<file path="src/rtl/pra_ram.sv">
// Single-port-write, single-port-read synchronous RAM with registered read data.
// Holds the free-page stack and the reference-count table; no package needed.
`timescale 1ns / 1ps

module pra_ram #(
  parameter int DEPTH = 16,
  parameter int WIDTH = 16,
  parameter int AW    = $clog2(DEPTH)
) (
  input  logic             clk,
  input  logic             we,
  input  logic [AW-1:0]    waddr,
  input  logic [WIDTH-1:0] wdata,
  input  logic [AW-1:0]    raddr,
  output logic [WIDTH-1:0] rdata
);

  logic [WIDTH-1:0] mem [DEPTH];
  logic [WIDTH-1:0] rdata_r;

  // Write port
  always_ff @(posedge clk) begin
    if (we) begin
      mem[waddr] <= wdata;
    end
  end

  // Registered read port
  always_ff @(posedge clk) begin
    rdata_r <= mem[raddr];
  end

  assign rdata = rdata_r;

endmodule

</file>
<file path="config.mk">
export PLATFORM = sky130hd
export DESIGN_NAME = pra_ram
export DESIGN_NICKNAME = d
export VERILOG_FILES = /design/src/rtl/pra_ram.sv
export SDC_FILE = /design/constraint.sdc
export NUM_CORES = 1
export LEC_CHECK = 0
export BUFFER_PORTS_ARGS = -buffer_cell sky130_fd_sc_hd__buf_2
export CAP_MARGIN = 25
export CORE_MARGIN = 2
export CORE_UTILIZATION = 65
export CTS_CLUSTER_DIAMETER = 30
export DETAILED_ROUTE_END_ITERATION = 16
export GPL_ROUTABILITY_DRIVEN = 0
export PLACE_DENSITY = 0.94
export SLEW_MARGIN = 20
export SYNTH_ARGS = -nofsm -noshare
export SYNTH_HDL_FRONTEND = slang
export SYNTH_SLANG_ARGS = --single-unit
</file>
<file path="constraint.sdc">
create_clock -name clk -period 6.9 [get_ports clk]
set_clock_uncertainty 0.2 [all_clocks]
set_input_delay 0.345 -clock clk [delete_from_list [all_inputs] [get_ports clk]]
set_output_delay 0.345 -clock clk [all_outputs]
set_load 0.1 [all_outputs]
</file>
Word-level counts from Yosys, hierarchy flattened --
Memory sizes are Yosys's and may differ from the RTL's. A register that Yosys moved wholly into a read port is not among the register bits. Cells that the tools add are included. Widths: inputs -> output; s select.
Cells by class: muxes and demuxes 2
Operators with widths (count):
- $mux 1 | 2
Word-level totals: bits in writable memories 256, flip-flop bits (word level) 0, word-level logic and storage cells 3, output and inout bits 16, memories kept 1
Memory list:
- mem | depth 16, bits a word 16, rd ports 1, clocked after Yosys merged registers in 1, write ports 1, line 18 | logic [WIDTH-1:0] mem [DEPTH];

Logic depth before layout (Yosys ltp) --
Gate-level depths: netlist of the first run.
depth after elaboration 2, depth in mapped cells 5, depth with buffers taken out 3

Worst setup path after synthesis of the first run --
No wires, ideal clock.
path type input -> register, start in waddr[2], end mem mem[0][0], enable pin, path slack 4300 ps, data arrival time 1991 ps, path buffers 0, cell stages on the path 2, data required time 6291 ps, cell sequence or3b_2 -> nor3_1
RTL lines:
- from (decl) | line 12 | input logic [AW-1:0] waddr,
- to (decl) | line 18
No word-level cell before the write port.

==> summary by stage, run 1 <==
Run status
The run finished with clean final reports.

Min path
The class of the most critical hold timing path is in2reg.

Logic synthesis
Averaged over all synthesized cells, the footprint is 23.2 um^2. In the synthesized netlist the async set-or-reset flop fraction comes to 0. By area the synthesized netlist is led by edfxtp_1 77%, mux4_2 12%, dfxtp_1 3.2%. The total nets after synthesis is about 460. Summing every instance area after synthesis gives between 10000 and 15000 um^2. The gate count of the mapped netlist is approximately 430.

The synthesis warning total is 0. Among all cell types in the netlist, the one instantiated most often is edfxtp_1. The share of synthesized area occupied by flip-flops and latches is 0.797. The number of distinct library cell variants in the gate-level netlist after synthesis is 19. By count the netlist is led by 256 x edfxtp_1, 54 x mux4_2, 32 x a22oi_1, 17 x nand2_1, 16 x dfxtp_1. The synthesis-stage register bit count is about 270. The leading register cell type out of synthesis is edfxtp_1. The largest total area in the synthesized netlist belongs to edfxtp_1. Of the post-synthesis cell area, the dominant cell type holds 0.765. The number of enable-type register cells in the synthesized netlist is 256.

Clocking
The later pin in the worst-skew pair is clocked with a latency of around 0.5 ns. In this run, post-CTS repair resized a total of 0 instances. The longest clock path from root to sink contains 3 buffers.

The TritonCTS buffer count is 37. In this run, post-CTS hold repair placed 0 buffers. The TritonCTS clock tree is done. Buffers added to address setup during post-CTS repair amount to 0.

The H-tree was split into 2 levels. Counting every sink on the clock net gives 272. The register clock-pin slew on the reported worst setup and hold paths is roughly 0.060 ns.

The tree is rooted in a clkbuf_16.

Drt
For this block, the initial DRC count from the detailed router was just over 600. After detailed routing, the number of remaining DRC violations is 0. Detailed routing placed a total of 11800 um of wire on met2. After detailed routing, the wire length on met1 is 7970 um. The number of vias in the routed layout is roughly 5000. The average via count per standard cell is approximately 7. The amount of wire on met3 after detailed routing is 1770 um. The mean routed wirelength per cell is a little over 30 um. The first-pass iteration count of the detailed router is 4. The final layout contains routed wiring with a total length of between 20000 and 25000 um. The highest metal layer carrying signal wires in the routed design is met4.

The count of nets left with antenna violations after detail routing is 0.

Worst setup path
The most numerous cell type found on the critical path is buf_4. The top fanout value on the critical path is just over 40. The required arrival time at the worst endpoint is ~7 ns. The worst setup path is captured at a flip-flop. Walking the worst path, the cells encountered are buf_4 -> buf_4 -> mux4_1 -> a22oi_1 -> nand2_1.

On the critical path, the stage with the largest delay is an instance of buf_4. The critical path is of the in2reg type. The critical path launch point type is an input port. The data arrival time at the worst-slack endpoint is approximately 2.5 ns. The worst stage delay on the critical path is roughly 0.7 ns.

STA
Setup repair after global routing left no endpoint under its margin. In the finished design, the share of the clock period the worst path needs comes to 0.335. Setup violations remaining at the end of the flow were counted as 0. For the pin with the worst max-slew slack, the measured transition is roughly 1.0 ns. The clock period could shrink to approximately 2.3 ns.

The worst slew margin relative to its limit is 0.319. The number of hold violations in the final report is 0. Summed over all failing endpoints, the final setup total negative slack is 0 ns. The highest clock frequency the design can meet is about 430 MHz. The tightest hold path in the finished design has a slack of between 0.02 and 0.025 ns. The number of max-slew violations in the final report was 0.

Place
Input and output buffers added on the ports amount to between 40 and 50. The post-detailed-placement half-perimeter wirelength is 11900 um. In this run, placement finished with an instance count of 659. The area of placed instances is roughly 11000 um^2.

Pwr
The power after layout is 0.00402 W. The power per cell area is 339 nW/um^2. The largest vdd supply drop is 0.242 mV. The total leakage power is ~3.9 nW.

Finish
The finished cells cover roughly 12000 um^2. The repair_antennas step left the layout with diodes totalling 0. The layout filler cell count is 700. The layout overhead on the synthesized area is 17.9%.

Once layout is complete, the cells apart from fillers number 724. Of the cells placed in the final design, the portion with a size suffix greater than 1 is 0.351. The number of nets in the layout is 536.

Floorplan
Measured along the y axis, the die boundary spans about 130 um. The number of rows in the core area is 45. The die covers between 15000 and 20000 um^2. The I/O pin count is 42. The initial core utilization is 0.663. The die is approximately 130 um wide.

The core region area is around 15000 um^2.

GRT
The maximum number of pins on one net before global-route repair is 65. The via count of the first global-routing pass was 5268. The remaining global-route overflow is 0. The first global-routing pass estimated between 30000 and 40000 um of wire. In the global route stage, overall resource usage came out at 0.288. The number of antenna violations at the first check in global routing is 0.

Flow run
The number of max-capacitance violations reported is 0.
-- worst max-delay path, delay by kind of cell --
kind                   cells  cell delay [ns]
AOI/OAI and AO/OA          1             0.22
buffers and inverters      2             1.09
muxes                      1             0.68
and+or+nand+nor            1             0.11
-- final cells by class --
type,count,area [um^2],share of cell area
sequential,272,8010,0.676
clock buffer,43,958,0.0809
clock inverter,22,287,0.0242
multi-input combinational,139,1970,0.167
tap,188,235,0.0199
timing repair buffer,60,380,0.0321
-- logic make-up (layout without fill, tap and decap cells) --
| kind of cell | count (synthesis) | after routing | synth area share |
|---|---|---|---|
| buffers and inverters | 21 | 125 | 0.0123 |
| muxes | 64 | 64 | 0.147 |
| DFF | 272 | 272 | 0.797 |
| AOI/OAI and AO/OA | 32 | 32 | 0.0239 |
| and+or+nand+nor | 43 | 43 | 0.0192 |
-- power breakdown --
part | switching (W) | internal [W]
sequential | 0.0000139 | 0.00185
clock | 0.000685 | 0.00123
combinational | 0.000176 | 0.0000675
total | 0.000875 | 0.00314
-- flip-flops by register name (all words and copies together), names as in the netlist --
signal	cells
mem	256
rdata	16
-- layout by cell type, fill, tap and decap left out --
| cell | count |
|---|---|
| edfxtp_1 | 256 |
| nor2_4 | 2 |
| nand2_1 | 17 |
| nand2b_1 | 2 |
| bufinv_16 | 6 |
| clkbuf_16 | 37 |
| inv_8 | 1 |
| mux4_1 | 10 |
| buf_6 | 4 |
| nand3b_1 | 2 |
| clkbuf_1 | 5 |
| nor2_2 | 10 |
| clkinv_2 | 5 |
| clkinvlp_4 | 2 |
| dfxtp_1 | 16 |
| inv_6 | 4 |
| buf_2 | 40 |
| buf_8 | 2 |
| clkbuf_8 | 1 |
| and2_1 | 1 |
| mux4_2 | 54 |
| nor2_1 | 1 |
| a22oi_1 | 32 |
| nand3_1 | 1 |
| or3b_2 | 1 |
| clkinv_4 | 1 |
| clkinv_1 | 3 |
| buf_4 | 14 |
| nor2b_1 | 2 |
| nor3_2 | 4 |
-- layer usage --
layer | vias up | track usage
met5 | - | 0
met4 | 0 | 0.140
met3 | 90 | 0.0463
met2 | 313 | 0.489
met1 | 2569 | 0.372
li1 | 2009 | -
-- through the flow --
stage	util	setup slack [ns]
global route	0.782	4.37
finish	0.782	4.59
global placement	0.694	4.15
floorplan	-	4.30
detailed placement	0.700	4.02
CTS	0.782	4.53
-- worst paths after layout --
| check | from | to | slack (ns) | cells after the start |
|---|---|---|---|---|
| setup reg to reg | mem[8][9] | rdata[9] | 5.31 | 3 |
| hold / removal | wdata[5] | mem[10][5] | 0.02 | 1 |
| setup / recovery | raddr[0] | rdata[10] | 4.59 | 5 |
| hold reg to reg | mem[6][2] | rdata[2] | 0.48 | 3 |
Power figures use the tool's default switching activity.
==> run 2: changes to the inputs <==
--- a/config.mk
+++ b/config.mk
@@ -5,14 +5,15 @@
 export SDC_FILE = /design/constraint.sdc
 export NUM_CORES = 1
 export LEC_CHECK = 0
+export ABC_AREA = 1
 export BUFFER_PORTS_ARGS = -buffer_cell sky130_fd_sc_hd__buf_2
 export CAP_MARGIN = 25
 export CORE_MARGIN = 2
-export CORE_UTILIZATION = 65
+export CORE_UTILIZATION = 56
 export CTS_CLUSTER_DIAMETER = 30
 export DETAILED_ROUTE_END_ITERATION = 16
 export GPL_ROUTABILITY_DRIVEN = 0
-export PLACE_DENSITY = 0.94
+export PLACE_DENSITY = 0.87
 export SLEW_MARGIN = 20
 export SYNTH_ARGS = -nofsm -noshare
 export SYNTH_HDL_FRONTEND = slang
==> constraint.sdc (replaced) <==
create_clock -name clk -period 1.9 [get_ports clk]
set_clock_uncertainty 0.2 [all_clocks]
set_input_delay 0.095 -clock clk [delete_from_list [all_inputs] [get_ports clk]]
set_output_delay 0.095 -clock clk [all_outputs]
set_load 0.1 [all_outputs]
==> run 2 against run 1 <==
Compared with the run above: clock power increased to 3.8 times the previous value; clock-buffer cell count increased by 2; die area increased by 30%; critical path depth did not move; sequential power grew to 3.6 times the previous value; area after synthesis rose by 13%; flip-flop and latch count unchanged; cell count increased by 100%; synthesized cell count up 150%; largest cell class unchanged.
==> summary by stage, run 2 <==
Logic synthesis
The number of enable-type register cells in the synthesized netlist is 256 (unchanged). The total nets after synthesis was 1100 (was 458). Synth top cells by count: 341 x nand2_1, 256 x edfxtp_1, 196 x inv_1, 193 x nand3_1, 19 x buf_2 (was 256 x edfxtp_1, 54 x mux4_2, 32 x a22oi_1, 17 x nand2_1, 16 x dfxtp_1). The most instantiated library cell after synthesis was nand2_1 (was edfxtp_1). The area of the mapped netlist is 11400 um^2 (was 10000 um^2).

The synthesis warning total came to 0 (unchanged). The average cell area after synthesis was 10.6 um^2 (was 23.2 um^2). The gate count of the mapped netlist is 1074 (was 432). The area share of the largest cell type after synthesis came to 0.675 (was 0.765). The share of synthesized area occupied by flip-flops and latches is 0.704 (was 0.797).

Dominant cells by area after synthesis: edfxtp_1 68%, nand2_1 11%, nand3_1 8.5% (was edfxtp_1 77%, mux4_2 12%, dfxtp_1 3.2%). The share of synthesized registers carrying an async set or reset is 0 (unchanged). The synthesis-stage register bit count was 272 (unchanged). The top cell type by total area after synthesis is edfxtp_1 (unchanged). The leading register cell type out of synthesis is edfxtp_1 (unchanged). The number of distinct library cell variants in the gate-level netlist after synthesis came to 13 (was 19).

STA
The highest clock frequency the design can meet is 550 MHz. The measured slew at the worst slew-check pin is 0.808 ns (was 1.02 ns). The number of max-slew violations in the final report is 0 (unchanged). Unrepaired setup endpoints after global routing: no (unchanged).

The setup slack after layout came to 0.0827 ns (was 4.59 ns). Of the available clock period, the critical path in the final layout requires 0.956. The smallest hold slack is 0.0483 ns (was 0.0210 ns). The time the worst path needs with I/O delays and setup is 1.82 ns.

The sum of negative setup slack was 0 ns (unchanged). The number of hold violations in the final report was 0 (unchanged). The worst slew margin relative to its limit was 0.461 (was 0.319).

The final setup violation count was 0 (unchanged).

Finish
The leading cell type in the layout, fill and taps excluded is nand2_1 (was edfxtp_1). The layout overhead on the synthesized area came to 19.3% (was 17.9%). The layout cell share with drive strength beyond 1 is 0.136 (was 0.351). Top library cells by usage in the layout, fill and taps aside: 341 x nand2_1, 256 x edfxtp_1, 196 x inv_1 (was 256 x edfxtp_1, 54 x mux4_2, 40 x buf_2). The number of nets in the layout is 1191 (was 536). The diode insertion count for antenna repair is 0 (unchanged). The non-filler instance count after layout is 1466 (was 724).

The flip-flop count of the largest register after layout came to 256 (unchanged). The final cell utilization of the core is 0.675 (was 0.782). The most flop-heavy register is mem (unchanged).

Clocking
The TritonCTS buffer count was 39 (was 37). The level count of the clock H-tree was 2 (unchanged). The clock tree root buffer cell is clkbuf_16 (unchanged). The number of sinks handled by clock tree synthesis is 272 (unchanged). The later-pin clock latency in the skew report is 0.53 ns (was 0.50 ns). The deepest clock path buffer count is 3 (unchanged).

The register clock-pin slew on the reported worst setup and hold paths is 0.06 ns (about the same). The TritonCTS clock tree is done (unchanged).

Worst setup path
The top fanout value on the critical path is 4 (was 41). The kind of critical path is in2reg (unchanged). The data arrival time at the worst-slack endpoint is 1.83 ns (was 2.49 ns).

Cell chain of the critical path: dlygate4sd3_1 -> buf_2 -> nand2_1 -> nor2_2 -> dlygate4sd3_1 (was buf_4 -> buf_4 -> mux4_1 -> a22oi_1 -> nand2_1). The required arrival time at the worst endpoint is 1.92 ns (was 7.08 ns). The category of the worst setup path capture point is a flip-flop (unchanged). The cell repeated most along the worst path is dlygate4sd3_1 (was buf_4). The cell with the biggest individual delay on the critical path is dlygate4sd3_1 (was buf_4). The worst stage delay on the critical path is 0.69 ns (was 0.71 ns). The critical path launch point type is an input port (unchanged).

GRT
The met2 routing resource usage after global routing is 0.462 (was 0.489). The wire length of the first global-routing pass was 45000 um (was 32700 um). The global router's overall resource usage came to 0.275 (was 0.288).

The via count of the first global-routing pass is 8270 (was 5268). The maximum number of pins on one net before global-route repair is 107 (was 65). The met1 global-route usage is 0.348 (was 0.372). The remaining global-route overflow is 0 (unchanged). The global routing met3 resource utilization is 0.0494 (was 0.0463). The number of antenna violations at the first check in global routing is 0 (unchanged). The layer with the highest usage after global routing is met2 (unchanged).

Drt
The number of design-rule violations left by the first detailed-router iteration is 1446 (was 621). The average via count per standard cell is 5.74 (was 6.88). The aggregate routed wire length is 30000 um (was 22500 um). The remaining routing DRC violations is 0 (unchanged).

The number of vias in the routed layout came to 8412 (was 4981). The count of nets left with antenna violations after detail routing came to 0 (unchanged). The mean routed wirelength per cell is 20.5 um (was 31.1 um). The first-pass iteration count of the detailed router is 6 (was 4).

Pwr
The power per cell area was 1120 nW/um^2 (was 339 nW/um^2). The net switching power figure is 0.00368 W (was 0.000875 W). The fraction of power consumed by combinational cells came to 0.076 (was 0.061). The sequential cell fraction of total power is 0.446 (was 0.464). The largest vdd supply drop is 0.558 mV (was 0.242 mV).

The share of total power consumed by net switching is 0.243 (was 0.218). The clock share of power is 0.478 (was 0.476). The total leakage power is 5.89 nW (was 3.95 nW).

The internal portion of total power was 0.0115 W (was 0.00314 W).

Floorplan
The die outline width is 147 um (was 128 um). The initial core utilization is 0.566 (was 0.663). The floorplan die area is 21500 um^2 (was 16500 um^2). The die outline height was 147 um (was 128 um). The core region area is 20100 um^2 (was 15100 um^2). The I/O pin count is 42 (unchanged).

The number of rows in the core area came to 52 (was 45).

Flow run
The number of max-capacitance violations reported is 0 (unchanged).

Place
The placement-stage worst setup slack is 0.333 ns (was 4.02 ns). The post-detailed-placement half-perimeter wirelength is 15000 um (was 11900 um). The number of cells in the design after placement came to 1370 (was 659). The quantity of I/O buffers inserted on ports is 41 (unchanged).

Min path
The class of the most critical hold timing path is in2reg (unchanged).

Run status
Result of the run: finished clean (unchanged).
## run 2: kinds of logic (layout without fill, tap and decap cells)
logic type | after synthesis | count (layout) | synth area share
flip-flops | 272 | 272 | 0.704
buffers and inverters | 249 | 371 | 0.0921
AND/OR/NAND/NOR | 553 | 553 | 0.204
## run 2: worst max-delay path, delay by kind of cell
kind | cells | cell delay (ns)
buffers and inverters | 3 | 1.36
AND/OR/NAND/NOR | 2 | 0.38
## run 2: cell type report
| class | count | area (um^2) |
|---|---|---|
| multi-input cells | 553 | 2360 |
| repair buffers | 101 | 798 |
| clock inverters | 27 | 293 |
| flip-flops and latches | 272 | 8010 |
| inverters | 198 | 744 |
| well taps | 270 | 338 |
| clock buffers | 45 | 1030 |
| fillers | 1194 | 6530 |
## run 2: power groups by stage
| stage | clock network [W] | registers (W) | logic [W] |
|---|---|---|---|
| finish | 0.00726 | 0.00676 | 0.00115 |
| global route | 0.00753 | 0.00677 | 0.00122 |
| CTS | 0.00723 | 0.00676 | 0.00111 |
| detailed placement | 0 | 0.00688 | 0.00105 |
| global placement | 0 | 0.00687 | 0.00102 |
| floorplan | 0 | 0.00715 | 0.000453 |
## run 2: routing by layer
metal	vias up	wire [um]
li1	3653	-
met1	3894	10100
met2	724	14800
met3	141	3680
met4	0	1460
met5	-	0
## run 2: timing repair
item	4_1_cts	5_1_grt
gates resized for setup	0	1
setup buffers	0	0
setup endpoints to repair	0	1
hold endpoints to repair	275	0
hold buffers	23	0
## run 2: final timing paths
path	from	to	slack, ns	depth (start not counted)
worst min register to register	mem[2][15]	rdata[15]	0.47	6
worst max register to register	mem[9][3]	rdata[3]	0.20	7
worst max-delay path	we	mem[2][13]	0.08	5
worst min-delay path	raddr[0]	rdata[15]	0.05	7
## run 2: per-stage QoR
stage               total power, W  area (um^2)
global route                0.0155        13600
finish                      0.0152        13600
CTS                         0.0151        13500
detailed placement         0.00793        12000
floorplan                  0.00760        11400
global placement           0.00789        12000
